[config.mk]
export PLATFORM = sky130hd
export DESIGN_NAME = fpa_sqrt
export DESIGN_NICKNAME = d
export VERILOG_FILES = /design/src/hdl/fpa_pkg.sv /design/src/hdl/fpa_sqrt.sv
export SDC_FILE = /design/constraint.sdc
export NUM_CORES = 2
export LEC_CHECK = 0
export BUFFER_PORTS_ARGS = -buffer_cell sky130_fd_sc_hd__buf_2
export CAP_MARGIN = 20
export CORE_MARGIN = 1.5
export CORE_UTILIZATION = 36
export DETAILED_ROUTE_END_ITERATION = 12
export MAX_ROUTING_LAYER = met4
export PLACE_DENSITY = 0.54
export SYNTH_ARGS = -nofsm -noshare
export SYNTH_HDL_FRONTEND = slang
export SYNTH_SLANG_ARGS = --single-unit
[constraint.sdc]
create_clock -name i_clk -period 12.2 [get_ports i_clk]
set_input_delay 1.83 -clock i_clk [delete_from_list [all_inputs] [get_ports i_clk]]
set_output_delay 1.83 -clock i_clk [all_outputs]
set_load 0.01 [all_outputs]
[src/hdl/fpa_pkg.sv]
// Package with action codes and pipeline types of the fixed-point unit.
`default_nettype none
package fpa_pkg;
    typedef enum logic [3:0] {
        ACT_FIXMUL   = 4'd0,
        ACT_FIXDIV   = 4'd1,
        ACT_FRACMUL  = 4'd2,
        ACT_FRACDIV  = 4'd3,
        ACT_FRACSQRT = 4'd4,
        ACT_INT2FIX  = 4'd5,
        ACT_FIX2INT  = 4'd6,
        ACT_FIX2FRAC = 4'd7,
        ACT_FRAC2FIX = 4'd8
    } t_action;

    localparam int unsigned DivBits  = 62;
    localparam int unsigned SqrtBits = 31;

    // Result with saturation flag, produced by the multiply, divide and conversion lanes.
    typedef struct packed {
        logic [31:0] result;
        logic        saturated;
    } t_res;

    localparam logic [31:0] S32Max = 32'h7FFF_FFFF;
    localparam logic [31:0] S32Min = 32'h8000_0000;
endpackage
`default_nettype wire

[src/hdl/fpa_sqrt.sv]
// Pipelined digit-by-digit square root of a << 30, one result bit per stage.
`default_nettype none
module fpa_sqrt
    import fpa_pkg::*;
(
    input  wire logic              i_clk,
    input  wire logic              i_en,
    input  wire logic signed [31:0] i_a,
    output logic [31:0]            o_root
);
    logic [61:0] r_rad [SqrtBits+1];
    logic [32:0] r_rem [SqrtBits+1];
    logic [30:0] r_rt  [SqrtBits+1];

    always_ff @(posedge i_clk) begin
        if (i_en) begin
            r_rad[0] <= i_a[31] ? '0 : {1'b0, i_a[30:0], 30'd0};
            r_rem[0] <= '0;
            r_rt[0]  <= '0;
        end
    end

    for (genvar s = 0; s < SqrtBits; s++) begin : g_st
        logic [34:0] w_tr;
        logic [34:0] w_df;
        always_comb begin
            w_tr = {r_rem[s], r_rad[s][61:60]};
            w_df = w_tr - {2'b00, r_rt[s], 2'b01};
        end
        always_ff @(posedge i_clk) begin
            if (i_en) begin
                r_rad[s+1] <= r_rad[s] << 2;
                r_rt[s+1]  <= {r_rt[s][29:0], ~w_df[34]};
                r_rem[s+1] <= w_df[34] ? w_tr[32:0] : w_df[32:0];
            end
        end
    end

    assign o_root = {1'b0, r_rt[SqrtBits]};
endmodule
`default_nettype wire

==> flow_summary.json <==
{
  "fmax_mhz": 211,
  "cts_buffers": 187,
  "synth_top_area_share": 0.582,
  "reg2reg_depth": 10,
  "cp_max_fo": 10,
  "portBuffers": 64,
  "hold_viol_final": 0,
  "yosys_warnings": 0,
  "wl_per_cell_um": 15.6,
  "syn_to_final_growth_pct": 11.9,
  "clk_latency_ns": 0.86,
  "drv_slew": 0,
  "relSlewSlack": 0.197,
  "start_kind": "flop",
  "synth-seq-cells": 1692,
  "tightest_slew_ns": 1.20,
  "stdcell_area_um2": 97700,
  "die_w_um": 495,
  "final_layout_size_suffix_gt1_frac": 0.0829,
  "cp.required_ns": 12.79,
  "vias": 53319,
  "hold_start": "r_rt[1][109]",
  "grt_usage": 0.139,
  "synthCells": 7246,
  "p_per_area_nw_per_um2": 170,
  "whs_endpoint": "r_rt[1][141]",
  "grt_max_degree": 194,
  "ir_drop_v": 0.000128,
  "placeableCoreArea_um2": 241000,
  "p_leak_uw": 0.0375,
  "ant_nets": 0,
  "timing.rr.end": "r_rem[5][29]",
  "ios": 66,
  "cp-end-kind": "flop",
  "dpl_cell_area_um2": 91400,
  "synthFlopType": "edfxtp_1",
  "setup_viol": 0,
  "cts_setup_buffers": 0,
  "yosys.area.top_type": "edfxtp_1",
  "synth.cell_area_um2": 87300,
  "viasPerCell": 4.97,
  "hold_buffers": 0,
  "die_h_um": 495,
  "drt_iter0_drc": 3017,
  "cp.arrival_ns": 5.33,
  "grt_pass1_wl_um": 272000,
  "hold_path_depth": 0,
  "post-route-period-util": 0.388,
  "cts_buffer_depth": 3,
  "netlist-cell-type-count": 95,
  "initial_core_util": 0.362,
  "fin_crit_ns": 4.74,
  "worstSetupPathType": "flop to flop",
  "hold_path.class": "flop to flop",
  "overflow": 0,
  "synth_edf_count": 1692,
  "r2r-start": "r_rem[4][15]",
  "postCtsResizedCells": 0,
  "tns_ns": 0,
  "cts_sinks": 1692,
  "cts_tree": "built",
  "max_cap_viol_count": 0,
  "nets": 7912,
  "grt_pass1_vias": 53177,
  "finClkSkew_ns": 0.0962,
  "grt_setup_unrepaired": "false",
  "place_congestion": 0.889,
  "final_util": 0.406,
  "outcome": "complete, no violations",
  "root_buffer": "clkbuf_16",
  "r2r_slack_ns": 7.46,
  "drt_pass1_iterations": 6,
  "die-area_um2": 245000,
  "ys_top_cells_by_area": "edfxtp_1, ha_1, xnor2_1, xor2_1, inv_1",
  "synth_async_sr_flop_share": 0,
  "rows": 180,
  "routed_wl_um": 167000,
  "htree_num_levels": 4,
  "path_clk_slew_ns": 0.06,
  "syn_avg_cell_area_um2": 12.0,
  "grt_antenna_before_repair": 1,
  "remaining_drc_errors": 0,
  "synth-seq-area-share": 0.582,
  "dpl.hpwl_um": 122000
}
==> where the power goes <==
group / internal (µW) / total (µW) / switching [µW]
clock network: 3280 / 5640 / 2360
logic: 1440 / 3310 / 1860
registers: 7240 / 7660 / 414
total: 12000 / 16600 / 4640
==> final cells by class <==
class | instances | area [µm²]
diodes | 1 | 2.50
clock buffers | 217 | 4810
clock inverters | 126 | 1450
fillers | 22302 | 143000
inverters | 638 | 2390
multi-input cells | 4764 | 33500
flip-flops and latches | 1692 | 50800
well taps | 3185 | 3990
repair buffers | 102 | 711
==> logic make-up after synthesis <==
logic type      count (synthesis)  share of synthesized area
buf+inv                       791                     0.0356
other cells                     1                  0.0000430
compound gates               1422                      0.102
simple gates                 1900                      0.109
fa+ha+maj                     493                     0.0719
xor+xnor                      784                     0.0788
flops                        1692                      0.582
mux                           163                     0.0210
==> routing by layer <==
layer | wire, µm | share of wire | vias up | track usage
met5 | 0 | 0 | - | -
met4 | 5060 | 0.030 | 0 | 0.0460
met3 | 5910 | 0.035 | 330 | 0.0218
met2 | 82700 | 0.49 | 882 | 0.238
met1 | 73500 | 0.44 | 25401 | 0.166
li1 | - | - | 26706 | -
==> placed cells by master, fill, tap and decap left out, types with 108 or more instances in the layout <==
master        n
a21o_1      187
a21oi_1     331
clkbuf_16   188
edfxtp_1   1692
ha_1        479
inv_1       636
mux2_2      158
nand2_1     570
nand3_1     108
nor2_1      373
nor3_1      195
o21ai_0     441
xnor2_1     415
xor2_1      357
==> how the worst max path moves through the flow <==
| stage | depth (start not counted) | from | slack, ns | end |
|---|---|---|---|---|
| after detailed placement | 14 | r_rem[23][0] | 7.41 | r_rem[24][21] |
| after global routing | 12 | r_rem[17][0] | 7.06 | r_rem[18][25] |
| after global placement | 13 | r_rem[28][0] | 7.46 | r_rem[29][2] |
| final | 10 | r_rem[4][15] | 7.46 | r_rem[5][29] |
| after CTS | 14 | r_rem[23][0] | 7.42 | r_rem[24][2] |
| after floorplan | 10 | r_rem[5][11] | 8.01 | r_rem[6][13] |
==> flip-flops by register name, indices dropped and copies added, names as in the netlist <==
| register | cells |
|---|---|
| r_rt | 496 |
| r_rem | 925 |
| r_rad | 271 |
==> metrics by stage <==
step	power (µW)	cells	hold slack, ns	setup slack [ns]
floorplan	10100	7247	0.400	8.01
global placement	11000	10379	0.401	7.46
detailed placement	11100	10380	0.405	7.41
CTS	16800	10723	0.388	7.42
global route	17500	10725	0.401	7.06
finish	16600	10725	0.396	7.46
==> cell usage after synthesis, types with 33 or more instances <==
cell and instances:
nand2_1 570, nand3_1 108, edfxtp_1 1692, o31ai_1 61
o21ai_0 441, and3_1 43, nor4_1 89, or3_1 84
a21o_1 187, nand2b_1 94, nor2_1 373, nor2b_1 91
or2_2 42, inv_1 636, xnor2_1 419, a21oi_1 331
buf_4 33, o21a_1 80, a211oi_1 47, nor3_1 195
o21bai_1 57, or4_1 68, nand4_1 34, clkbuf_1 102
mux2_2 158, a31oi_1 33, xor2_1 364, ha_1 479
==> critical path, cell delays in order, from the launching register on <==
cell,delay (ns)
edfxtp_1,0.44
or3_1,0.40
nor4_1,0.58
nor4b_1,0.63
and3_1,0.30
nand3b_1,0.10
xor2_1,0.82
nand3_1,0.50
or2_2,0.45
nor3_1,0.18
xor2_1,0.09
Note: power is estimated with default switching activity, not from simulation.
