<file path="src/hdl/fpa_pkg.sv">
// Package with action codes and pipeline types of the fixed-point unit.
`default_nettype none
package fpa_pkg;
    typedef enum logic [3:0] {
        ACT_FIXMUL   = 4'd0,
        ACT_FIXDIV   = 4'd1,
        ACT_FRACMUL  = 4'd2,
        ACT_FRACDIV  = 4'd3,
        ACT_FRACSQRT = 4'd4,
        ACT_INT2FIX  = 4'd5,
        ACT_FIX2INT  = 4'd6,
        ACT_FIX2FRAC = 4'd7,
        ACT_FRAC2FIX = 4'd8
    } t_action;

    localparam int unsigned DivBits  = 62;
    localparam int unsigned SqrtBits = 31;

    // Result with saturation flag, produced by the multiply, divide and conversion lanes.
    typedef struct packed {
        logic [31:0] result;
        logic        saturated;
    } t_res;

    localparam logic [31:0] S32Max = 32'h7FFF_FFFF;
    localparam logic [31:0] S32Min = 32'h8000_0000;
endpackage
`default_nettype wire

</file>
<file path="src/hdl/fpa_mul.sv">
// Two-stage signed multiplier with scaling shift and clamp, then a delay line.
`default_nettype none
module fpa_mul
    import fpa_pkg::*;
(
    input  wire logic              i_clk,
    input  wire logic              i_en,
    input  wire logic              i_frac,
    input  wire logic signed [31:0] i_a,
    input  wire logic signed [31:0] i_b,
    output t_res                   o_res
);
    localparam int unsigned Delay = DivBits;
    logic signed [63:0] r_p;
    logic               r_frac;
    logic signed [63:0] w_adj;
    logic signed [63:0] w_q;
    t_res               w_res;
    t_res               r_d [Delay];

    always_ff @(posedge i_clk) begin
        if (i_en) begin
            r_p    <= i_a * i_b;
            r_frac <= i_frac;
        end
    end

    // Truncation toward zero: bias negatives before the arithmetic shift.
    always_comb begin
        if (r_frac) begin
            w_adj = r_p + (r_p[63] ? 64'sd1073741823 : 64'sd0);
            w_q   = w_adj >>> 30;
        end else begin
            w_adj = r_p + (r_p[63] ? 64'sd65535 : 64'sd0);
            w_q   = w_adj >>> 16;
        end
        w_res.result    = w_q[31:0];
        w_res.saturated = 1'b0;
        if (!w_q[63] && w_q[62:31] != '0) begin
            w_res.result = S32Max; w_res.saturated = 1'b1;
        end else if (w_q[63] && w_q[62:31] != '1) begin
            w_res.result = S32Min; w_res.saturated = 1'b1;
        end
    end

    always_ff @(posedge i_clk) begin
        if (i_en) begin
            r_d[0] <= w_res;
            for (int k = 1; k < Delay; k++) r_d[k] <= r_d[k-1];
        end
    end

    assign o_res = r_d[Delay-1];
endmodule
`default_nettype wire

</file>
<file path="config.mk">
export PLATFORM = sky130hd
export DESIGN_NAME = fpa_mul
export DESIGN_NICKNAME = d
export VERILOG_FILES = /design/src/hdl/fpa_pkg.sv /design/src/hdl/fpa_mul.sv
export SDC_FILE = /design/constraint.sdc
export NUM_CORES = 2
export LEC_CHECK = 0
export CAP_MARGIN = 40
export CORE_ASPECT_RATIO = 1.4
export CORE_MARGIN = 2
export CORE_UTILIZATION = 45
export DETAILED_ROUTE_END_ITERATION = 8
export DONT_BUFFER_PORTS = 1
export GPL_ROUTABILITY_DRIVEN = 1
export PLACE_DENSITY = 0.7
export SYNTH_ARGS = -nofsm -noshare
export SYNTH_HDL_FRONTEND = slang
export SYNTH_SLANG_ARGS = --single-unit
</file>
<file path="constraint.sdc">
create_clock -name i_clk -period 11.3 [get_ports i_clk]
set_input_delay 1.695 -clock i_clk [delete_from_list [all_inputs] [get_ports i_clk]]
set_output_delay 1.695 -clock i_clk [all_outputs]
set_load 0.005 [all_outputs]
</file>
==> results by stage <==
Global routing:
- The initial antenna violation count came to 3.
- The first global-routing pass estimated about 290 mm of wire.
- The number of global-route vias before repair came to 53,600.
- For this run the aggregate overflow at the end of global routing stands at 0.
- The total global-route track usage is 15.6%.
- Entering global routing, the biggest net connects 192 pins.

Logic synthesis:
- The area of the mapped netlist is 0.102 mm2.
- The sequential area share after synthesis is 61.8%.
- Ranked by instance count, the synthesized netlist is headed by edfxtp_1 (2,111), fa_1 (1,082), inv_1 (1,003).
- The warning count from the yosys run is 0.
- The share of synthesized registers carrying an async set or reset is 0%.
- The number of nets handed over by synthesis was 7,799.
- By instance count, the leading cell after synthesis is edfxtp_1.
- The number of different library cells in the post-synthesis netlist is 79.
- The number of instances in the synthesized netlist is 6,437.
- The area fraction of the dominant cell type after synthesis is just over 60%.
- The flip-flop and latch count after synthesis is 2,111.
- By area the synthesized netlist is led by edfxtp_1 (62%), fa_1 (21%), inv_1 (3.7%).
- In this run the mean area of a mapped cell was 15.9 um2.
- The prevailing post-synth register cell is edfxtp_1.
- Summed over all instances, the cell type with the most area after synthesis is edfxtp_1.
- The number of synthesized flops with an enable pin is about 2,100.

Cells and area:
- The net total in the final layout is 7,761.
- The footprint of the flip-flops and latches is 0.0634 mm2.
- The area added between synthesis and finish is 8.96%.
- The share of final-layout standard cells stronger than drive strength 1 is under 10%.
- The filler cells instantiated in the layout total between 15,000 and 20,000.
- In the final layout, the multi-input gates occupy 0.0342 mm2.

Clocking:
- The clock tree synthesis step divided the H-tree into 4 levels.
- TritonCTS built the clock tree.
- Once the clock tree was built, the resizer swapped 0 gates to a different size.
- The number of buffers inserted by post-CTS setup repair is 0.
- The clock network latency to the later pin of the worst-skew pair is 770 ps.
- The maximum number of buffers from clock root to sink is 3.
- CTS placed an instance of clkbuf_16 at the clock tree root.
- Clock-pin slew was measured on the worst setup and hold paths at 60 ps.
- Buffers inserted during clock tree synthesis total around 190.
- The number of sinks on the clock net is about 2,100.
- In this run, post-CTS hold repair placed 0 buffers.

Timing:
- The worst max-slew margin expressed relative to the limit is 29.5%.
- The minimum clock period is 9300 ps.
- Setup violations remaining at the end of the flow were counted as 0.
- For the final routed database, the setup TNS stands at 0 ps.
- Setup repair after global routing left no endpoint under its margin.
- The count of final max-slew check failures is 0.
- For the pin with the worst max-slew slack, the measured transition is between 1000 and 1500 ps.
- The clock arrives with around 28 ps of skew.
- The hold violation count in the final report is 0.
- For this run, the top clock speed supported by timing is 0.107 GHz.
- In the finished design, the share of the clock period the worst path needs comes to 82.3%.

Min path:
- The min-delay analysis places its worst path in the category reg2reg.
- The startpoint identified for the worst hold timing path is r_d[2][44].
- The terminating pin of the worst hold path is r_d[2][77].
- The number of stages on the worst hold path is 0.

Setup path:
- STA puts the critical path data arrival time at approximately 9800 ps.
- The sort of element at the end of the critical path is a register.
- The worst setup path startpoint is i_b[2].
- The startpoint identified for the worst register-to-register timing path is r_p[63].
- The worst flop-to-flop path endpoint is r_d[0][22].
- The worst path required time is roughly 12,000 ps.
- The element type at the critical path start is a primary input.
- Counting cells, the worst reg-to-reg path comes to 13.
- In this run the worst path has a maximum fanout of 32.
- The worst setup path category is in2reg.
- The slack of the worst reg-to-reg path is 6450 ps.

Drt:
- In this run, the number of DRC markers left after iteration 0 of detailed routing was 3,078.
- The overall via count from detail_route is 48,000.
- The first detailed-routing pass took 5 iterations.
- After detailed routing, the total wire length is roughly 180 mm.
- The via density per instance is 5.01.
- The total DRC errors in the routed layout is 0.
- The average wire per cell in the routed design is between 15 and 20 um.
- The remaining number of nets flagged by the antenna check after routing is 0.

Status:
- The run finished with clean final reports.

Placement:
- At the end of routability-driven placement, the weighted congestion stood at 0.884.
- Detailed placement ended at an HPWL of 120 mm.
- The number of buffers inserted by port buffering is 0.

Die:
- The I/O pin count is 100.
- The initial cell density of the core is 45.2%.
- In this run the vertical extent of the chip is approximately 570 um.
- Measured along the x axis, the die boundary spans 407 um.
- The core region is 0.227 mm2.
- The placement row count is between 200 and 250.
- The floorplan step defined a die boundary enclosing roughly 0.23 mm2.

Run:
- The number of max-cap violations is 0.
-- worst max-delay path: stages --
cell      delay, ps
nand2_1         100
inv_1           100
fa_1            610
fa_1            480
fa_1            750
fa_1           1100
inv_1           430
fa_1            590
inv_1            60
fa_1            430
inv_1            90
fa_1            430
fa_1            500
inv_1            50
ha_1            390
nand2_1         100
nor2_1          170
nand3_1         140
o311ai_1        490
nand3_1         240
o21ai_1         410
nor4b_1         110
a211o_1         300
-- sequential cells by signal, indices dropped and copies added, names as in the netlist --
register / count
r_d: 2046
r_frac: 1
r_p: 64
-- cell families after synthesis --
group                      share of synthesized area (%)
AOI/OAI and AO/OA                                   1.98
xor gates and xnor gates                           0.940
adders and majority gates                           23.7
buffers and inverters                               4.79
DFF                                                 61.8
muxes                                             0.0806
and+or+nand+nor                                     6.63
-- worst max path at each step --
stage | cells after the start | to
5_1_grt | 23 | r_p[61]
6_report | 23 | r_p[61]
2_1_floorplan | 22 | r_p[63]
3_3_place_gp | 23 | r_p[61]
3_5_place_dp | 23 | r_p[61]
4_1_cts | 23 | r_p[61]
-- per-stage QoR --
| step | hold slack [ps] | std cells | utilization (%) | area [um2] | setup slack, ps |
|---|---|---|---|---|---|
| 2_1_floorplan | 400 | 6437 | - | 102000 | 2230 |
| 4_1_cts | 392 | 9578 | 49.2 | 112000 | 2030 |
| 3_3_place_gp | 401 | 9234 | 46.5 | 105000 | 1370 |
| 6_report | 393 | 9581 | 49.2 | 112000 | 2000 |
| 3_5_place_dp | 405 | 9242 | 46.6 | 106000 | 1200 |
| 5_1_grt | 400 | 9579 | 49.2 | 112000 | 1630 |
-- layout make-up --
class                   count  area share [%]
well taps                3030            3.39
inverters                1003            3.37
flip-flops and latches   2111            56.8
clock inverters           113            1.08
multi-input cells        3062            30.6
diodes                      3         0.00672
repair buffers             36           0.453
clock buffers             223            4.31
-- cells in the final DEF, fill, tap and decap left out, types with 5 or more instances in the layout --
master | netlist | routed
clkinv_2 | 0 | 38
or3_1 | 6 | 6
xnor2_1 | 75 | 75
inv_1 | 1003 | 1003
o221ai_1 | 6 | 6
clkinvlp_4 | 0 | 9
buf_4 | 35 | 22
fa_1 | 1082 | 1082
o21bai_1 | 15 | 15
and4_1 | 5 | 5
o21ai_1 | 30 | 30
clkinv_1 | 0 | 31
and3_1 | 26 | 26
a21oi_1 | 97 | 97
a21o_1 | 33 | 33
edfxtp_1 | 2111 | 2111
a211oi_1 | 10 | 10
bufinv_16 | 0 | 16
buf_16 | 0 | 8
buf_12 | 0 | 6
nor2_1 | 66 | 66
ha_1 | 213 | 213
nand2_1 | 556 | 556
and2_1 | 510 | 510
clkbuf_16 | 0 | 187
a31oi_1 | 12 | 12
clkinv_16 | 0 | 8
o211ai_1 | 9 | 9
nor2b_1 | 32 | 32
nor3_1 | 23 | 23
clkbuf_1 | 215 | 36
nand3_1 | 33 | 33
xor2_1 | 35 | 35
nand4b_1 | 5 | 5
nand4_1 | 26 | 26
o21ai_0 | 54 | 54
o21a_1 | 6 | 6
mux2i_1 | 6 | 6
nand2b_1 | 18 | 18
-- routing by layer --
layer,global-route usage (%),share of wire [%],vias up
met5,0,0,-
met4,7.70,5.1,0
met3,2.35,3.9,483
met2,27.9,52,1194
met1,18.3,39,25100
li1,-,-,21200
Power is left out: the tool's default activity adds up to more than one toggle a clock period on the data nets, which glitch-free logic cannot reach.
